===== config.mk =====
export PLATFORM = sky130hd
export DESIGN_NAME = stuffed_frame_receiver_top
export DESIGN_NICKNAME = d
export VERILOG_FILES = /design/src/hw/rtl/sfr_pkg.sv /design/src/hw/rtl/sfr_front.sv /design/src/hw/rtl/sfr_queue.sv /design/src/hw/rtl/sfr_back.sv /design/src/hw/rtl/stuffed_frame_receiver_top.sv
export SDC_FILE = /design/constraint.sdc
export NUM_CORES = 1
export LEC_CHECK = 0
export BUFFER_PORTS_ARGS = -buffer_cell sky130_fd_sc_hd__buf_2
export CAP_MARGIN = 40
export CORE_MARGIN = 2
export CORE_UTILIZATION = 60
export DETAILED_ROUTE_END_ITERATION = 16
export GPL_ROUTABILITY_DRIVEN = 1
export PLACE_DENSITY_LB_ADDON = 0.1
export SLEW_MARGIN = 20
export SYNTH_ARGS = -nofsm -noshare
export SYNTH_HDL_FRONTEND = slang
export SYNTH_SLANG_ARGS = --single-unit

===== constraint.sdc =====
create_clock -name clock -period 4.4 [get_ports clock]
set_clock_uncertainty 0.1 [all_clocks]
set_input_delay 0.88 -clock clock [delete_from_list [all_inputs] [get_ports clock]]
set_output_delay 0.88 -clock clock [all_outputs]
set_load 0.01 [all_outputs]

===== src/hw/rtl/sfr_pkg.sv =====
// sfr_pkg: shared types and constants of the stuffed frame receiver
// no dependencies
`default_nettype none

package sfr_pkg;

   localparam int MAX_BYTES = 2048;
   localparam int CNT_W     = $clog2(MAX_BYTES + 2);
   localparam int LEN_W     = 12;
   localparam int CSR_IDX_W = 3;
   localparam int Q_DEPTH   = 4;
   localparam int Q_PTR_W   = $clog2(Q_DEPTH);
   localparam int Q_CNT_W   = $clog2(Q_DEPTH + 1);

   localparam logic [CSR_IDX_W-1:0] CSR_FLAG    = 3'd0;
   localparam logic [CSR_IDX_W-1:0] CSR_ESCAPE  = 3'd1;
   localparam logic [CSR_IDX_W-1:0] CSR_MASK    = 3'd2;
   localparam logic [CSR_IDX_W-1:0] CSR_ADDRESS = 3'd3;
   localparam logic [CSR_IDX_W-1:0] CSR_CTRL0   = 3'd4;
   localparam logic [CSR_IDX_W-1:0] CSR_CTRL1   = 3'd5;

   localparam logic [1:0] KIND_PAYLOAD = 2'd0;
   localparam logic [1:0] KIND_ACCEPT  = 2'd1;
   localparam logic [1:0] KIND_REJECT  = 2'd2;
   localparam logic [1:0] KIND_LONG    = 2'd3;

   typedef struct packed {
      logic [1:0]       kind;
      logic [7:0]       payload_byte;
      logic             frame_seq;
      logic [LEN_W-1:0] payload_length;
   } sfr_result_type;

endpackage

`default_nettype wire


===== src/hw/rtl/sfr_front.sv =====
// sfr_front: csr registers, frame parser, destuffer and result classifier
// depends on sfr_pkg
`default_nettype none

module sfr_front (
   input  wire logic                             clock,
   input  wire logic                             reset,
   input  wire logic                             byte_valid,
   input  wire logic [7:0]                       byte_data,
   input  wire logic                             csr_we,
   input  wire logic [sfr_pkg::CSR_IDX_W-1:0]    csr_idx,
   input  wire logic [7:0]                       csr_wdata,
   output logic                                  res_valid,
   output sfr_pkg::sfr_result_type               res
);

   localparam logic [2:0] PH_HUNT = 3'd0;
   localparam logic [2:0] PH_ADDR = 3'd1;
   localparam logic [2:0] PH_CTRL = 3'd2;
   localparam logic [2:0] PH_HCHK = 3'd3;
   localparam logic [2:0] PH_DATA = 3'd4;
   localparam logic [2:0] PH_ESC  = 3'd5;

   localparam int CW = sfr_pkg::CNT_W;
   localparam int LW = sfr_pkg::LEN_W;

   logic [7:0]    flag_ff, escape_ff, mask_ff, address_ff, ctrl0_ff, ctrl1_ff;
   logic [2:0]    phase_ff, phase_in;
   logic          seq_ff, seq_in;
   logic [7:0]    held_ff, held_in;
   logic          held_valid_ff, held_valid_in;
   logic [CW-1:0] count_ff, count_in;
   logic [7:0]    xor_ff, xor_in;

   logic [7:0]    cur_ctrl;
   logic [7:0]    data_byte;
   logic          take;
   logic [CW-1:0] len_full;
   logic [CW+LW-1:0] len_wide;

   assign cur_ctrl  = seq_ff ? ctrl1_ff : ctrl0_ff;
   assign data_byte = (phase_ff == PH_ESC) ? (byte_data ^ mask_ff) : byte_data;
   assign len_full  = (count_ff != '0) ? count_ff - CW'(1) : '0;
   assign len_wide  = {{LW{1'b0}}, len_full};

   always_comb begin
      phase_in      = phase_ff;
      seq_in        = seq_ff;
      held_in       = held_ff;
      held_valid_in = held_valid_ff;
      count_in      = count_ff;
      xor_in        = xor_ff;
      take          = 1'b0;
      res_valid     = 1'b0;
      res.kind           = sfr_pkg::KIND_PAYLOAD;
      res.payload_byte   = '0;
      res.frame_seq      = seq_ff;
      res.payload_length = '0;
      if (byte_valid) begin
         case (phase_ff)
            PH_HUNT: begin
               if (byte_data == flag_ff) phase_in = PH_ADDR;
            end
            PH_ADDR: begin
               if (byte_data == address_ff) phase_in = PH_CTRL;
               else if (byte_data != flag_ff) phase_in = PH_HUNT;
            end
            PH_CTRL: begin
               phase_in = (byte_data == cur_ctrl) ? PH_HCHK : PH_HUNT;
            end
            PH_HCHK: begin
               if (byte_data == (address_ff ^ cur_ctrl)) begin
                  phase_in      = PH_DATA;
                  held_valid_in = 1'b0;
                  count_in      = '0;
                  xor_in        = '0;
               end else begin
                  phase_in = PH_HUNT;
               end
            end
            PH_DATA: begin
               if (byte_data == flag_ff) begin
                  res_valid          = 1'b1;
                  res.payload_length = len_wide[LW-1:0];
                  if (count_ff != '0 && xor_ff == 8'd0) begin
                     res.kind = sfr_pkg::KIND_ACCEPT;
                     seq_in   = ~seq_ff;
                  end else begin
                     res.kind = sfr_pkg::KIND_REJECT;
                  end
                  held_valid_in = 1'b0;
                  phase_in      = PH_HUNT;
               end else if (byte_data == escape_ff) begin
                  phase_in = PH_ESC;
               end else begin
                  take = 1'b1;
               end
            end
            PH_ESC: begin
               phase_in = PH_DATA;
               take     = 1'b1;
            end
            default: begin
               phase_in = PH_HUNT;
            end
         endcase
         if (take) begin
            if (count_ff >= CW'(sfr_pkg::MAX_BYTES + 1)) begin
               res_valid     = 1'b1;
               res.kind      = sfr_pkg::KIND_LONG;
               phase_in      = PH_HUNT;
               held_valid_in = 1'b0;
            end else begin
               if (held_valid_ff) begin
                  res_valid        = 1'b1;
                  res.payload_byte = held_ff;
               end
               held_in       = data_byte;
               held_valid_in = 1'b1;
               count_in      = count_ff + CW'(1);
               xor_in        = xor_ff ^ data_byte;
            end
         end
      end
   end

   always_ff @(posedge clock) begin
      if (reset) begin
         phase_ff      <= PH_HUNT;
         seq_ff        <= 1'b0;
         held_valid_ff <= 1'b0;
         count_ff      <= '0;
         xor_ff        <= '0;
      end else begin
         phase_ff      <= phase_in;
         seq_ff        <= seq_in;
         held_valid_ff <= held_valid_in;
         count_ff      <= count_in;
         xor_ff        <= xor_in;
      end
   end

   always_ff @(posedge clock) begin
      held_ff <= held_in;
   end

   always_ff @(posedge clock) begin
      if (reset) begin
         flag_ff    <= 8'd126;
         escape_ff  <= 8'd125;
         mask_ff    <= 8'd32;
         address_ff <= 8'd3;
         ctrl0_ff   <= 8'd0;
         ctrl1_ff   <= 8'd128;
      end else if (csr_we) begin
         case (csr_idx)
            sfr_pkg::CSR_FLAG:    flag_ff    <= csr_wdata;
            sfr_pkg::CSR_ESCAPE:  escape_ff  <= csr_wdata;
            sfr_pkg::CSR_MASK:    mask_ff    <= csr_wdata;
            sfr_pkg::CSR_ADDRESS: address_ff <= csr_wdata;
            sfr_pkg::CSR_CTRL0:   ctrl0_ff   <= csr_wdata;
            sfr_pkg::CSR_CTRL1:   ctrl1_ff   <= csr_wdata;
            default: begin
            end
         endcase
      end
   end

endmodule

`default_nettype wire


===== src/hw/rtl/sfr_queue.sv =====
// sfr_queue: short result queue between the parser and the output stage
// depends on sfr_pkg
`default_nettype none

module sfr_queue (
   input  wire logic                    clock,
   input  wire logic                    reset,
   input  wire logic                    push,
   input  wire sfr_pkg::sfr_result_type push_data,
   input  wire logic                    pop,
   output logic                         full,
   output logic                         head_valid,
   output sfr_pkg::sfr_result_type      head_data
);

   localparam int PW = sfr_pkg::Q_PTR_W;
   localparam int NW = sfr_pkg::Q_CNT_W;

   sfr_pkg::sfr_result_type mem_ff [sfr_pkg::Q_DEPTH];
   logic [PW-1:0] wr_ff, wr_in, rd_ff, rd_in;
   logic [NW-1:0] cnt_ff, cnt_in;

   assign full       = (cnt_ff == NW'(sfr_pkg::Q_DEPTH));
   assign head_valid = (cnt_ff != '0);
   assign head_data  = mem_ff[rd_ff];

   always_comb begin
      wr_in  = push ? wr_ff + PW'(1) : wr_ff;
      rd_in  = pop ? rd_ff + PW'(1) : rd_ff;
      cnt_in = cnt_ff + NW'(push) - NW'(pop);
   end

   always_ff @(posedge clock) begin
      if (reset) begin
         wr_ff  <= '0;
         rd_ff  <= '0;
         cnt_ff <= '0;
      end else begin
         wr_ff  <= wr_in;
         rd_ff  <= rd_in;
         cnt_ff <= cnt_in;
      end
   end

   always_ff @(posedge clock) begin
      if (push) mem_ff[wr_ff] <= push_data;
   end

endmodule

`default_nettype wire


===== src/hw/rtl/sfr_back.sv =====
// sfr_back: output register that drains the result queue under rsp stall
// depends on sfr_pkg
`default_nettype none

module sfr_back (
   input  wire logic                    clock,
   input  wire logic                    reset,
   input  wire logic                    head_valid,
   input  wire sfr_pkg::sfr_result_type head_data,
   output logic                         pop,
   input  wire logic                    out_stall,
   output logic                         out_valid,
   output sfr_pkg::sfr_result_type      out_data
);

   logic                    valid_ff, valid_in;
   sfr_pkg::sfr_result_type data_ff;

   assign pop       = head_valid && (!valid_ff || !out_stall);
   assign valid_in  = pop || (valid_ff && out_stall);
   assign out_valid = valid_ff;
   assign out_data  = data_ff;

   always_ff @(posedge clock) begin
      if (reset) begin
         valid_ff <= 1'b0;
      end else begin
         valid_ff <= valid_in;
      end
   end

   always_ff @(posedge clock) begin
      if (pop) data_ff <= head_data;
   end

endmodule

`default_nettype wire


===== src/hw/rtl/stuffed_frame_receiver_top.sv =====
// stuffed_frame_receiver_top: byte-stuffed frame receiver with xor block check
// depends on sfr_pkg, sfr_front, sfr_queue, sfr_back
//
//   channel  direction  handshake          payload
//   req      in         req_valid/stall    rx_byte
//   rsp      out        rsp_valid/stall    kind, payload_byte, frame_seq, payload_length
//   csr      in         csr_valid/ready    index, data
//
// one byte per cycle while req_stall is low; a result passes the queue and the output register before it shows on rsp
// the parser classifies each byte as it is accepted, a 4-entry queue feeds the output register
// req_stall rises only while the queue is full
// synchronous reset restores register defaults and starts the flag hunt
`default_nettype none

module stuffed_frame_receiver_top (
   input  wire logic                             clock,
   input  wire logic                             reset,
   input  wire logic                             req_valid,
   output logic                                  req_stall,
   input  wire logic [7:0]                       req_rx_byte,
   output logic                                  rsp_valid,
   input  wire logic                             rsp_stall,
   output logic [1:0]                            rsp_kind,
   output logic [7:0]                            rsp_payload_byte,
   output logic                                  rsp_frame_seq,
   output logic [sfr_pkg::LEN_W-1:0]             rsp_payload_length,
   input  wire logic                             csr_valid,
   output logic                                  csr_ready,
   input  wire logic [sfr_pkg::CSR_IDX_W-1:0]    csr_index,
   input  wire logic [7:0]                       csr_data
);

   logic                    q_full, accept, res_valid, head_valid, pop;
   sfr_pkg::sfr_result_type res, head_data, out_data;

   assign req_stall = q_full;
   assign accept    = req_valid && !q_full;
   assign csr_ready = 1'b1;

   sfr_front u_front (
      .clock      (clock),
      .reset      (reset),
      .byte_valid (accept),
      .byte_data  (req_rx_byte),
      .csr_we     (csr_valid && csr_ready),
      .csr_idx    (csr_index),
      .csr_wdata  (csr_data),
      .res_valid  (res_valid),
      .res        (res)
   );

   sfr_queue u_queue (
      .clock      (clock),
      .reset      (reset),
      .push       (res_valid),
      .push_data  (res),
      .pop        (pop),
      .full       (q_full),
      .head_valid (head_valid),
      .head_data  (head_data)
   );

   sfr_back u_back (
      .clock      (clock),
      .reset      (reset),
      .head_valid (head_valid),
      .head_data  (head_data),
      .pop        (pop),
      .out_stall  (rsp_stall),
      .out_valid  (rsp_valid),
      .out_data   (out_data)
   );

   assign rsp_kind           = out_data.kind;
   assign rsp_payload_byte   = out_data.payload_byte;
   assign rsp_frame_seq      = out_data.frame_seq;
   assign rsp_payload_length = out_data.payload_length;

endmodule

`default_nettype wire


* Word-level counts from Yosys, hierarchy flattened
Memories as Yosys holds them, arrays and structs flattened. A register that Yosys moved wholly into a read port is not among the register bits. Index checks and enable logic that the tools add are counted.
Word-level totals: memory bits (writable) 92, memories kept 1, register bits 89, output and inout port bits 26
Memories:
- u_queue.mem_ff | depth 4, width 23, read ports 1, clocked after memory_dff 1, wr ports 1, RTL line sfr_queue.sv:19 | sfr_pkg::sfr_result_type mem_ff [sfr_pkg::Q_DEPTH];
Operators by class: reductions and logical operators 24, order comparisons 1, equality and inequality tests 19, mux-type cells 49, bitwise operators 5, add/subtract/negate cells 6
Operators with widths (number):
- two-way mux 12 bit | 8
- two-way mux 8 bit | 8
- == test 8 bit | 5
- two-way mux 3 bit | 8
- XOR 8 bit | 3
- two-way mux 10 bit | 2
- case mux 3 bit (6 select lines) | 1
- == test 3 bit (second input constant) | 5
- two-way mux 1 bit | 15
- adder 12 x 1 -> 12 bit (second input constant) | 1
- == test 3 x 2 -> 1 bit (second input constant) | 4
- greater-or-equal comparator 12 bit (second input constant) | 1
- AND reduction 2 bit | 6
- nonzero test 12 bit | 1
- subtractor 12 x 1 -> 12 bit (second input constant) | 1
- two-way mux 2 bit | 5
- logical NOT 8 bit | 1
- inequality test 8 bit | 1
- AND reduction 4 bit | 2
- == test 3 x 1 -> 1 bit (second input constant) | 2
- logical NOT 3 bit | 2
- inequality test 3 x 1 -> 1 bit (second input constant) | 2
- nonzero test 3 bit | 2
- adder 2 x 1 -> 2 bit (second input constant) | 2
- 8 further kinds | 16

* Longest topological paths before layout
Gate-level depths: netlist (run 1).
depth after elaboration 9, depth in mapped cells 13

* By module
From an unflattened synthesis (run 1), not the netlist that was laid out.
Second synthesis, totals: cells, all modules 749, area total of the unflattened synthesis 9011.1 µm²
Modules (own cells, without submodules):
- sfr_front | instances 1, sequential area each 1701.6 µm², area an instance 4465.5 µm², cells an instance 557
- sfr_queue | instances 1, sequential area each 2942.8 µm², area an instance 3793.6 µm², cells an instance 162
- sfr_back | instances 1, sequential area each 710.7 µm², area an instance 726.9 µm², cells an instance 27
- stuffed_frame_receiver_top | instances 1, sequential area each 0.0 µm², area an instance 25.0 µm², cells an instance 3

* Worst setup path before layout (run 1)
No wires, ideal clock.
kind input-to-reg, start point input port rsp_stall, end point register u_queue.cnt_ff[2], data required time 4.172 ns, setup slack 0.627 ns, arrival 3.546 ns, stages on the path 9, buffers on the path 0, path through a21oi_1 ha_1 inv_1 ha_1 inv_1 fa_1 xor2_1 xnor2_1 nor2_1
Between the ends: word-level cells in the longest chain between the ends 4
RTL lines:
- start, declared | RTL line stuffed_frame_receiver_top.sv:22 | input wire logic rsp_stall,
- logical NOT 1 bit | RTL line sfr_back.sv:19 | assign pop = head_valid && (!valid_ff || !out_stall);
- logical OR 1 bit | RTL line sfr_back.sv:19
- logical AND 1 bit | RTL line sfr_back.sv:19
- subtractor 3 x 1 -> 3 bit | RTL line sfr_queue.sv:30 | cnt_in = cnt_ff + NW'(push) - NW'(pop);
- end signal, assigned | RTL line sfr_queue.sv:41 | cnt_ff <= cnt_in;
- end, declared | RTL line sfr_queue.sv:21 | logic [NW-1:0] cnt_ff, cnt_in;
Every way passes these cells. A chain may end at the register's enable or synchronous reset.

* Final worst setup path (run 1)
start point input port req_rx_byte[3], end point register u_queue.cnt_ff[2]
Between the ends: word-level cells in the longest chain between the ends 9, elaborated cells between the ends (all ways) 14, classes of those cells add/sub (2); eq/ne (2); mux (10)
RTL lines:
- start, declared | RTL line stuffed_frame_receiver_top.sv:20 | input wire logic [7:0] req_rx_byte,
- == test 8 bit (on tied branches) | RTL line sfr_front.sv:93, sfr_front.sv:82
- two-way mux 1 bit (on tied branches) | RTL line sfr_front.sv:93, sfr_front.sv:82
- two-way mux 1 bit (on tied branches) | RTL line sfr_front.sv:82, sfr_front.sv:60
- case mux 1 bit (2 select lines) / two-way mux 1 bit (equally long branches) | RTL line sfr_front.sv:60, sfr_front.sv:114
- two-way mux 1 bit (on tied branches) | RTL line sfr_front.sv:59, sfr_front.sv:108
- two-way mux 1 bit * | RTL line sfr_front.sv:107 | if (take) begin
- two-way mux 1 bit * | RTL line sfr_front.sv:59 | if (byte_valid) begin
- adder 3 x 1 -> 3 bit * | RTL line sfr_queue.sv:30
- subtractor 3 x 1 -> 3 bit * | RTL line sfr_queue.sv:30
Mark *: on every way between the ends. The rest lies on a longest branch, timed or not. The select of a mux whose other input is x is not followed.

==> flow_summary.yaml, run 1 <==
yosys:
  ys_ff_latch: 204
  synth_cell_types: 65
  synth_top_family_by_area: "simple AND/OR/NAND/NOR gates"
  synth-xor-area-share_pct: 6.18
  ys_seq_area_share_pct: 59.4
  synthAdderAreaFrac_pct: 1.62
  syn-instance-count: 725
  netlist_area_um2: 8940
  yosys.area_share.simple_pct: 14.4
  synthesis.nets: 760
  synth_edf_count: 123
  synthTopCellsByArea: "edfxtp_1 (41%), dfxtp_1 (18%), mux4_2 (5.8%), nand2_1 (4.2%), xor2_1 (3.2%)"
  syn_avg_cell_area_um2: 12.3
  synth_top_area_share_pct: 41.3
  ys.warnings.count: 0
  synth-compound-area-share_pct: 6.55
  async_reset_ff_share_pct: 0
  yosys-mux-area-fraction_pct: 8.59
  yosysTopAreaCell: "edfxtp_1"
  synth_flop_cell: "edfxtp_1"
finish:
  fill_cells: 1044
  regArea_um2: 5320
  fin_area_um2: 10000
  layout-drive-gt1-share_pct: 18.3
  syn2layout_area_growth_pct: 11.9
  multi_input_area_um2: 3350
  finalNonFillerCells: 966
  diodes: 0
  fin_nets: 803
critical_path:
  worstPathRequired_ps: 4650
  critical_path_class: "primary input to flop"
  critPathLaunchType: "primary input"
  endpoint_kind: "flop"
  critPathTopFamily: "simple AND/OR/NAND/NOR gates"
  max_stage_delay_ps: 400
  cp_max_fo: 7
  worstPathArrival_ps: 3320
  cp_cell_sequence: "buf_2, xor2_1, nor4_2, nand2_2, nor4_4, a31o_2, ha_1, inv_1, fa_1, xor2_1, xnor2_1, nor2_1"
  cp-startpoint: "req_rx_byte[3]"
  cpMaxStageDelayCell: "fa_1"
  cp_num_buf_inv: 2
  cp_common_cell: "xor2_1"
  r2r_start: "u_queue.cnt_ff[2]$_SDFF_PP0_"
timing:
  max_freq_mhz: 326
  finalSetupViolCount: 0
  finalHoldViolations: 0
  post-route-period-util_pct: 69.8
  rsz0062_at_grt: "no"
  relSlewSlack_pct: 43.9
  period_minus_slack_ps: 3070
  whs_ps: 353
  drv_slew: 0
  tns_ps: 0
  worst_slew_pin_slew_ps: 839
detailed_routing:
  wl_per_cell_um: 19.0
  routed_wl_um: 18300
  firstDrtPassIters: 6
  vias_per_cell: 5.89
  drc: 0
  drtIter0Drc: 397
  vias: 5689
  postRouteAntennaNets: 0
place:
  io_buffers: 48
  placed_cell_area_um2: 9320
  dp_cells: 929
  place_hpwl_um: 12500
  place.gp.congestion: 0.980
die:
  core_area_um2: 14500
  fp-row-count: 44
  start_util_pct: 61.5
  die-height_um: 126
  die_w_um: 126
  dieArea_um2: 15900
  pin_count: 50
clock_network:
  clk_latency_ps: 490
  cts_setup_buffers: 0
  cts_made_buffers: 21
  cts_sinks: 204
  cts_hold_buffers: 0
  cts_root_buf: "clkbuf_16"
  cts_tree: "yes"
  cts_resized: 0
  path_clk_slew_ps: 60
  htreeDepth: 1
  clk_path_buf_depth: 3
pwr:
  powerDensity_nw_per_um2: 460
  ir_worst_vdd_mv: 0.283
  p_leak_nw: 3.46
global_route:
  grt_max_degree: 54
  grt-ovfl-total: 0
  grt_pass1_vias: 5950
  grtUsageTotal_pct: 23.7
  grt_pass1_wl_um: 30200
  antenna_found_initial: 0
outcome:
  status: "finished, final reports clean"
run:
  max_cap_violations: 0
hold_path:
  min_from: "u_front.ctrl0_ff[1]$_SDFFE_PP0P_"
  hold_class: "flop to flop"
worst paths after layout:
path | depth (start not counted) | to | slack [ps]
setup / recovery | 12 | u_queue.cnt_ff[2]$_SDFF_PP0_ | 1330
hold / removal | 2 | u_front.ctrl0_ff[1]$_SDFFE_PP0P_ | 350
setup reg to reg | 8 | u_front.count_ff[5]$_SDFFE_PP0P_ | 1440
hold reg to reg | 2 | u_front.ctrl0_ff[1]$_SDFFE_PP0P_ | 350
per-layer routing:
layer  routed length (µm)  GRT usage (%)  vias to the layer above
li1                     -              -                     2686
met1                 7410           29.8                     2777
met2                 9430           42.6                      185
met3                  928           3.14                       41
met4                  564           7.63                        0
met5                    0              0                        -
layout make-up:
| cell class | count | share of cell area (%) |
|---|---|---|
| clock inverter | 7 | 0.900 |
| multi-input combinational | 457 | 33.5 |
| tap | 184 | 2.30 |
| inverter | 24 | 0.900 |
| clock buffer | 30 | 5.99 |
| timing repair buffer | 60 | 3.30 |
| sequential | 204 | 53.1 |
flip-flops by register name, indices dropped and copies added (netlist names), 2 cells and up:
| name | flops |
|---|---|
| u_back.out_data | 23 |
| u_front.address_ff | 8 |
| u_front.count_ff | 12 |
| u_front.ctrl0_ff | 8 |
| u_front.ctrl1_ff | 8 |
| u_front.escape_ff | 8 |
| u_front.flag_ff | 8 |
| u_front.held_ff | 8 |
| u_front.mask_ff | 8 |
| u_front.phase_ff | 3 |
| u_front.xor_ff | 8 |
| u_queue.cnt_ff | 3 |
| u_queue.mem_ff | 92 |
| u_queue.rd_ff | 2 |
| u_queue.wr_ff | 2 |
cells by family (layout without fill, tap and decap cells):
family | after synthesis | in the layout
and+or+nand+nor | 250 | 250
DFF | 204 | 204
AOI/OAI and AO/OA | 87 | 87
buffers and inverters | 64 | 121
xor gates and xnor gates | 60 | 60
muxes | 48 | 48
adders and majority gates | 11 | 11
other | 1 | 1
worst reg2reg max path: cells and delay by family, from the launching register on:
kind | cells | cell delay (ps)
AND/OR/NAND/NOR | 6 | 1990
buffers and inverters | 1 | 220
AO/OA/AOI/OAI | 1 | 240
flip-flops | 1 | 360
cells in the mapped netlist, types with 3 or more instances:
cell type	count
edfxtp_1	123
nand2_1	100
dfxtp_1	81
nor2_1	46
a21oi_1	38
xor2_1	33
mux2i_1	25
xnor2_1	25
inv_1	24
mux4_2	23
and3_1	21
clkbuf_1	20
nand3_1	14
a211o_1	12
buf_2	12
nor3_2	12
ha_1	10
nor3_1	10
nor4_1	7
and2_1	5
nand2b_1	5
nor2b_1	5
o21ai_0	5
a31oi_1	4
buf_1	4
nand4_1	4
o31ai_1	4
a221oi_1	3
buf_6	3
nand2_2	3
nor3b_1	3
where the power goes:
| part | internal (mW) | switching (mW) |
|---|---|---|
| combinational | 0.247 | 0.377 |
| clock | 1.06 | 0.692 |
| sequential | 2.18 | 0.0420 |
stage by stage:
stage | util (%) | worst slack, ps | power [mW]
3_5_place_dp | 64.1 | 826 | 2.90
6_report | 68.9 | 1330 | 4.60
4_1_cts | 68.9 | 1320 | 4.65
2_1_floorplan | - | 627 | 2.68
5_1_grt | 68.9 | 1180 | 4.79
3_3_place_gp | 64.0 | 924 | 2.89
cell usage in the layout (no fill, tap or decap), types with 12 or more instances in the layout:
cell type / instances
xor2_1: 33
a211o_1: 12
nand3_1: 14
mux4_2: 23
buf_2: 48
clkbuf_16: 21
inv_1: 24
xnor2_1: 25
a21oi_1: 37
buf_4: 12
nor2_1: 46
edfxtp_1: 123
dfxtp_1: 81
nor3_2: 12
mux2i_1: 25
and3_1: 21
nand2_1: 100
Power figures use the tool's default switching activity.
==> run 2: changes to the inputs <==
- clock period: 4.4 -> 3.2 ns (I/O delays scaled with it)
==> run 2 against run 1 <==
  * Die area is the same
  * Highest routed layer unchanged
  * Clock power rose by 56%
  * Core utilization increased by 1.4 points
  * Global-route usage grew 0.37 points
  * Combinational power grew 38%
  * Count of clock-buffer cells in the layout decreased by 8
  * Wire length rose by 1.6%
  * Design area up 2.0%
  * Largest cell class unchanged
==> flow_summary.yaml, run 2 (synthesis gave the netlist of run 1 again) <==
critical_path:
  worstPathRequired_ps: 3450
  critPathLaunchType: "flop"
  cp_common_cell: "xnor2_1"
  cp_cell_sequence: "mux2i_1, xnor2_1, xnor2_1, nand4_4, buf_4, a21oi_1, a311oi_1"
  max_stage_delay_ps: 700
  cpMaxStageDelayCell: "dfxtp_1"
  critical_path_class: "flop to flop"
  cp_max_fo: 9
  endpoint_kind: "flop"
  worstPathArrival_ps: 3130
detailed_routing:
  routed_wl_um: 18600
  firstDrtPassIters: 4
  drtIter0Drc: 341
  vias_per_cell: 5.82
  wl_per_cell_um: 19.0
  postRouteAntennaNets: 0
  drc: 0
  vias: 5706
die:
  fp-row-count: 44
  core_area_um2: 14500
  pin_count: 50
  start_util_pct: 61.5
  die_w_um: 126
  die-height_um: 126
  dieArea_um2: 15900
global_route:
  grt_pass1_vias: 5831
  grtUsageTotal_pct: 24.1
  grt_pass1_wl_um: 30300
  antenna_found_initial: 0
  grt-ovfl-total: 0
  grt_max_degree: 33
timing:
  relSlewSlack_pct: 47.9
  tns_ps: 0
  period_minus_slack_ps: 2880
  max_freq_mhz: 347
  rsz0062_at_grt: "no"
  whs_ps: 328
  worst_slew_pin_slew_ps: 777
  drv_slew: 0
  finalHoldViolations: 0
  post-route-period-util_pct: 90.1
  finalSetupViolCount: 0
place:
  place_hpwl_um: 12600
  placed_cell_area_um2: 9400
  place.gp.congestion: 0.887
  io_buffers: 48
finish:
  fill_cells: 1027
  diodes: 0
  fin_nets: 817
  largest-register: "u_queue.mem_ff"
  multi_input_area_um2: 3350
  layout_common_cells: "edfxtp_1 (123), nand2_1 (100), dfxtp_1 (81)"
  largest_reg_flops: 92
  regArea_um2: 5320
  syn2layout_area_growth_pct: 14.2
  layout_commonest_cell: "edfxtp_1"
  fin_area_um2: 10200
  layout-drive-gt1-share_pct: 20.1
  post-route-util_pct: 70.3
pwr:
  powerDensity_nw_per_um2: 654
  ir_worst_vdd_mv: 0.411
  p_leak_nw: 3.57
  power_mw: 6.67
clock_network:
  cts_sinks: 204
  cts_root_buf: "clkbuf_16"
  clk_path_buf_depth: 3
  cts_hold_buffers: 0
  cts_setup_buffers: 0
  cts_tree: "yes"
  cts_made_buffers: 21
  clk_latency_ps: 490
  htreeDepth: 1
  cts_resized: 0
  path_clk_slew_ps: 60
run:
  max_cap_violations: 0
hold_path:
  hold_class: "primary input to flop"
outcome:
  status: "finished, final reports clean"
==> run 2: worst max-delay path: cells and delay by family, from the launching register on <==
| kind | cells | cell delay [ps] |
|---|---|---|
| DFF | 1 | 700 |
| muxes | 1 | 510 |
| and+or+nand+nor | 1 | 150 |
| xor gates and xnor gates | 2 | 500 |
| AOI/OAI and AO/OA | 2 | 570 |
| buffers and inverters | 1 | 190 |
==> run 2: cell type report <==
class                           count  area share, %
Clock buffer                       22           5.18
Clock inverter                     15           2.50
Inverter                           24          0.882
Multi-Input combinational cell    457           32.8
Sequential cell                   204           52.1
Tap cell                          184           2.25
Timing Repair Buffer               74           4.30
==> run 2: per-layer routing <==
layer	vias up	wire [µm]	track usage (%)
met4	0	646	9.57
li1	2712	-	-
met3	39	783	3.61
met1	2814	7400	28.8
met5	-	0	0
met2	141	9800	43.7
==> run 2: final timing paths <==
path / slack [ps] / startpoint / cells after the start / end
min reg2reg: 350 / u_front.ctrl0_ff[2]$_SDFFE_PP0P_ / 2 / u_front.ctrl0_ff[2]$_SDFFE_PP0P_
max reg2reg: 320 / u_front.seq_ff$_SDFFE_PP0P_ / 7 / u_front.xor_ff[0]$_SDFFE_PP0P_
max: 320 / u_front.seq_ff$_SDFFE_PP0P_ / 7 / u_front.xor_ff[0]$_SDFFE_PP0P_
min: 330 / rsp_stall / 3 / u_back.out_valid$_SDFF_PP0_
==> run 2: metrics by stage <==
stage	instances	setup WS [ps]
2_1_floorplan	725	88.6
3_3_place_gp	940	127
3_5_place_dp	940	55.5
4_1_cts	977	270
5_1_grt	980	195
6_report	980	317
==> run 2: power breakdown <==
part / leakage [nW] / internal [mW] / switching (mW)
Clock: 0.374 / 1.77 / 0.984
Sequential: 1.62 / 3.00 / 0.0604
Combinational: 1.58 / 0.344 / 0.519
==> run 3: changes to the inputs <==
- SETUP_SLACK_MARGIN: default -> 0.4
==> run 3 against run 2 <==
  * Critical path depth grew 1
  * Largest power group unchanged
  * Total power shrank 8.6%
  * Sequential power hardly changed
  * First-iteration DRC count shrank 0.29%
  * Global-route usage shrank 0.54 points
  * Fmax grew 8.0%
  * Setup slack better by 210 ps
  * Highest routed layer unchanged
==> flow_summary.yaml, run 3 (synthesis gave the netlist of run 1 again) <==
critical_path:
  cp_common_cell: "nor2_1"
  worstPathArrival_ps: 2950
  cp_max_fo: 12
  max_stage_delay_ps: 530
  critPathLaunchType: "flop"
  critPathTopFamily: "flip-flops"
  cp_num_buf_inv: 1
  cpMaxStageDelayCell: "dfxtp_2"
  worstPathRequired_ps: 3480
  cp_cell_sequence: "mux2i_1, xnor3_1, nor2_1, nand4_4, o21ai_2, nor2_1, buf_4, a211o_1"
  endpoint_kind: "flop"
  critical_path_class: "flop to flop"
clock_network:
  path_clk_slew_ps: 60
  htreeDepth: 1
  cts_made_buffers: 21
  cts_sinks: 204
  cts_tree: "yes"
  cts_root_buf: "clkbuf_16"
  clk_latency_ps: 490
  clk_path_buf_depth: 3
global_route:
  grtUsageTotal_pct: 23.5
  grt-ovfl-total: 0
  grt_pass1_wl_um: 29500
  antenna_found_initial: 0
  grt_max_degree: 46
  grt_pass1_vias: 5660
die:
  die-height_um: 126
  core_area_um2: 14500
  start_util_pct: 61.5
  die_w_um: 126
  fp-row-count: 44
  pin_count: 50
  dieArea_um2: 15900
timing:
  post-route-period-util_pct: 83.4
  worst_slew_pin_slew_ps: 852
  rsz0062_at_grt: "no"
  relSlewSlack_pct: 42.9
  tns_ps: 0
  finalSetupViolCount: 0
  drv_slew: 0
  finalHoldViolations: 0
  max_freq_mhz: 375
  period_minus_slack_ps: 2670
finish:
  largest_reg_flops: 92
  largest-register: "u_queue.mem_ff"
  fin_nets: 813
  layout_common_cells: "edfxtp_1 (123), nand2_1 (99), dfxtp_1 (80)"
  layout-drive-gt1-share_pct: 20.3
  fill_cells: 1082
  syn2layout_area_growth_pct: 12.6
  post-route-util_pct: 69.3
  diodes: 0
  layout_commonest_cell: "edfxtp_1"
detailed_routing:
  vias_per_cell: 5.75
  drc: 0
  vias: 5616
  wl_per_cell_um: 18.8
  postRouteAntennaNets: 0
  drtIter0Drc: 340
  firstDrtPassIters: 5
  routed_wl_um: 18400
hold_path:
  hold_class: "primary input to flop"
place:
  place_hpwl_um: 12700
  place.gp.congestion: 0.879
  io_buffers: 48
pwr:
  powerDensity_nw_per_um2: 606
  p_leak_nw: 3.49
  ir_worst_vdd_mv: 0.335
run:
  max_cap_violations: 0
outcome:
  status: "finished, final reports clean"
==> run 3: cell count changes in the layout (fill, tap and decap cells not counted), moves of 2 or more <==
| cell | delta |
|---|---|
| buf_4 | -5 |
| and2_1 | -4 |
| clkbuf_1 | +4 |
| bufinv_16 | -7 |
| and2_2 | +4 |
| clkinv_2 | +2 |
| nor2_1 | -2 |
| clkinv_1 | +2 |
| clkinvlp_4 | -2 |
| buf_12 | +2 |
==> run 3: worst register-to-register path: stages (launching register included) <==
cell,delay (ps)
dfxtp_2,530
mux2i_1,510
xnor3_1,300
nor2_1,180
nand4_4,190
o21ai_2,180
nor2_1,60
buf_4,200
a211o_1,310
==> run 3: routing by layer <==
| metal | wire length, µm | part of all wire (%) | global-route usage, % |
|---|---|---|---|
| met1 | 7390 | 40 | 28.6 |
| met2 | 9360 | 51 | 42.4 |
| met3 | 930 | 5.1 | 3.57 |
| met4 | 710 | 3.9 | 9.05 |
| met5 | 0 | 0 | 0 |
==> run 3: where the power goes <==
group          total (mW)  leakage, nW  internal [mW]  switching [mW]
Sequential           3.07         1.62           3.00          0.0661
Clock                2.15        0.295           1.21           0.941
Combinational       0.885         1.57          0.351           0.534
Total                6.10         3.49           4.56            1.54
==> run 3: final timing paths <==
kind | start | endpoint | slack (ps) | cells after the start
worst max-delay path | u_front.seq_ff$_SDFFE_PP0P_ | u_front.xor_ff[6]$_SDFFE_PP0P_ | 530 | 8
worst min-delay path | rsp_stall | u_back.out_valid$_SDFF_PP0_ | 320 | 3
worst max register to register | u_front.seq_ff$_SDFFE_PP0P_ | u_front.xor_ff[6]$_SDFFE_PP0P_ | 530 | 8
worst min register to register | u_front.mask_ff[0]$_SDFFE_PP0P_ | u_front.mask_ff[0]$_SDFFE_PP0P_ | 350 | 2
==> run 3: repair_timing <==
action,CTS,global route
endpoints found under the setup margin,12,13
pin swaps,0,1
setup buffers,0,1
hold buffers,0,0
gates resized for setup,2,4
gates cloned,0,0
==> run 3: area by class of cell <==
class | count | area (µm²) | share of cell area, %
inverter | 24 | 90.1 | 0.895
tap | 184 | 230 | 2.29
clock inverter | 11 | 56.3 | 0.559
sequential | 204 | 5320 | 52.8
timing repair buffer | 70 | 430 | 4.27
clock buffer | 26 | 544 | 5.41
multi-input combinational | 457 | 3400 | 33.8
==> run 3: metrics by stage <==
stage | hold WS [ps] | power [mW] | cells | setup WS (ps) | area (µm²)
6_report | 316 | 6.10 | 976 | 530 | 10100
5_1_grt | 338 | 6.35 | 976 | 420 | 10100
4_1_cts | 305 | 6.17 | 975 | 466 | 10000
3_5_place_dp | 346 | 4.03 | 938 | 66.9 | 9440
3_3_place_gp | 341 | 4.00 | 938 | 137 | 9440
2_1_floorplan | 336 | 3.70 | 725 | 296 | 9010
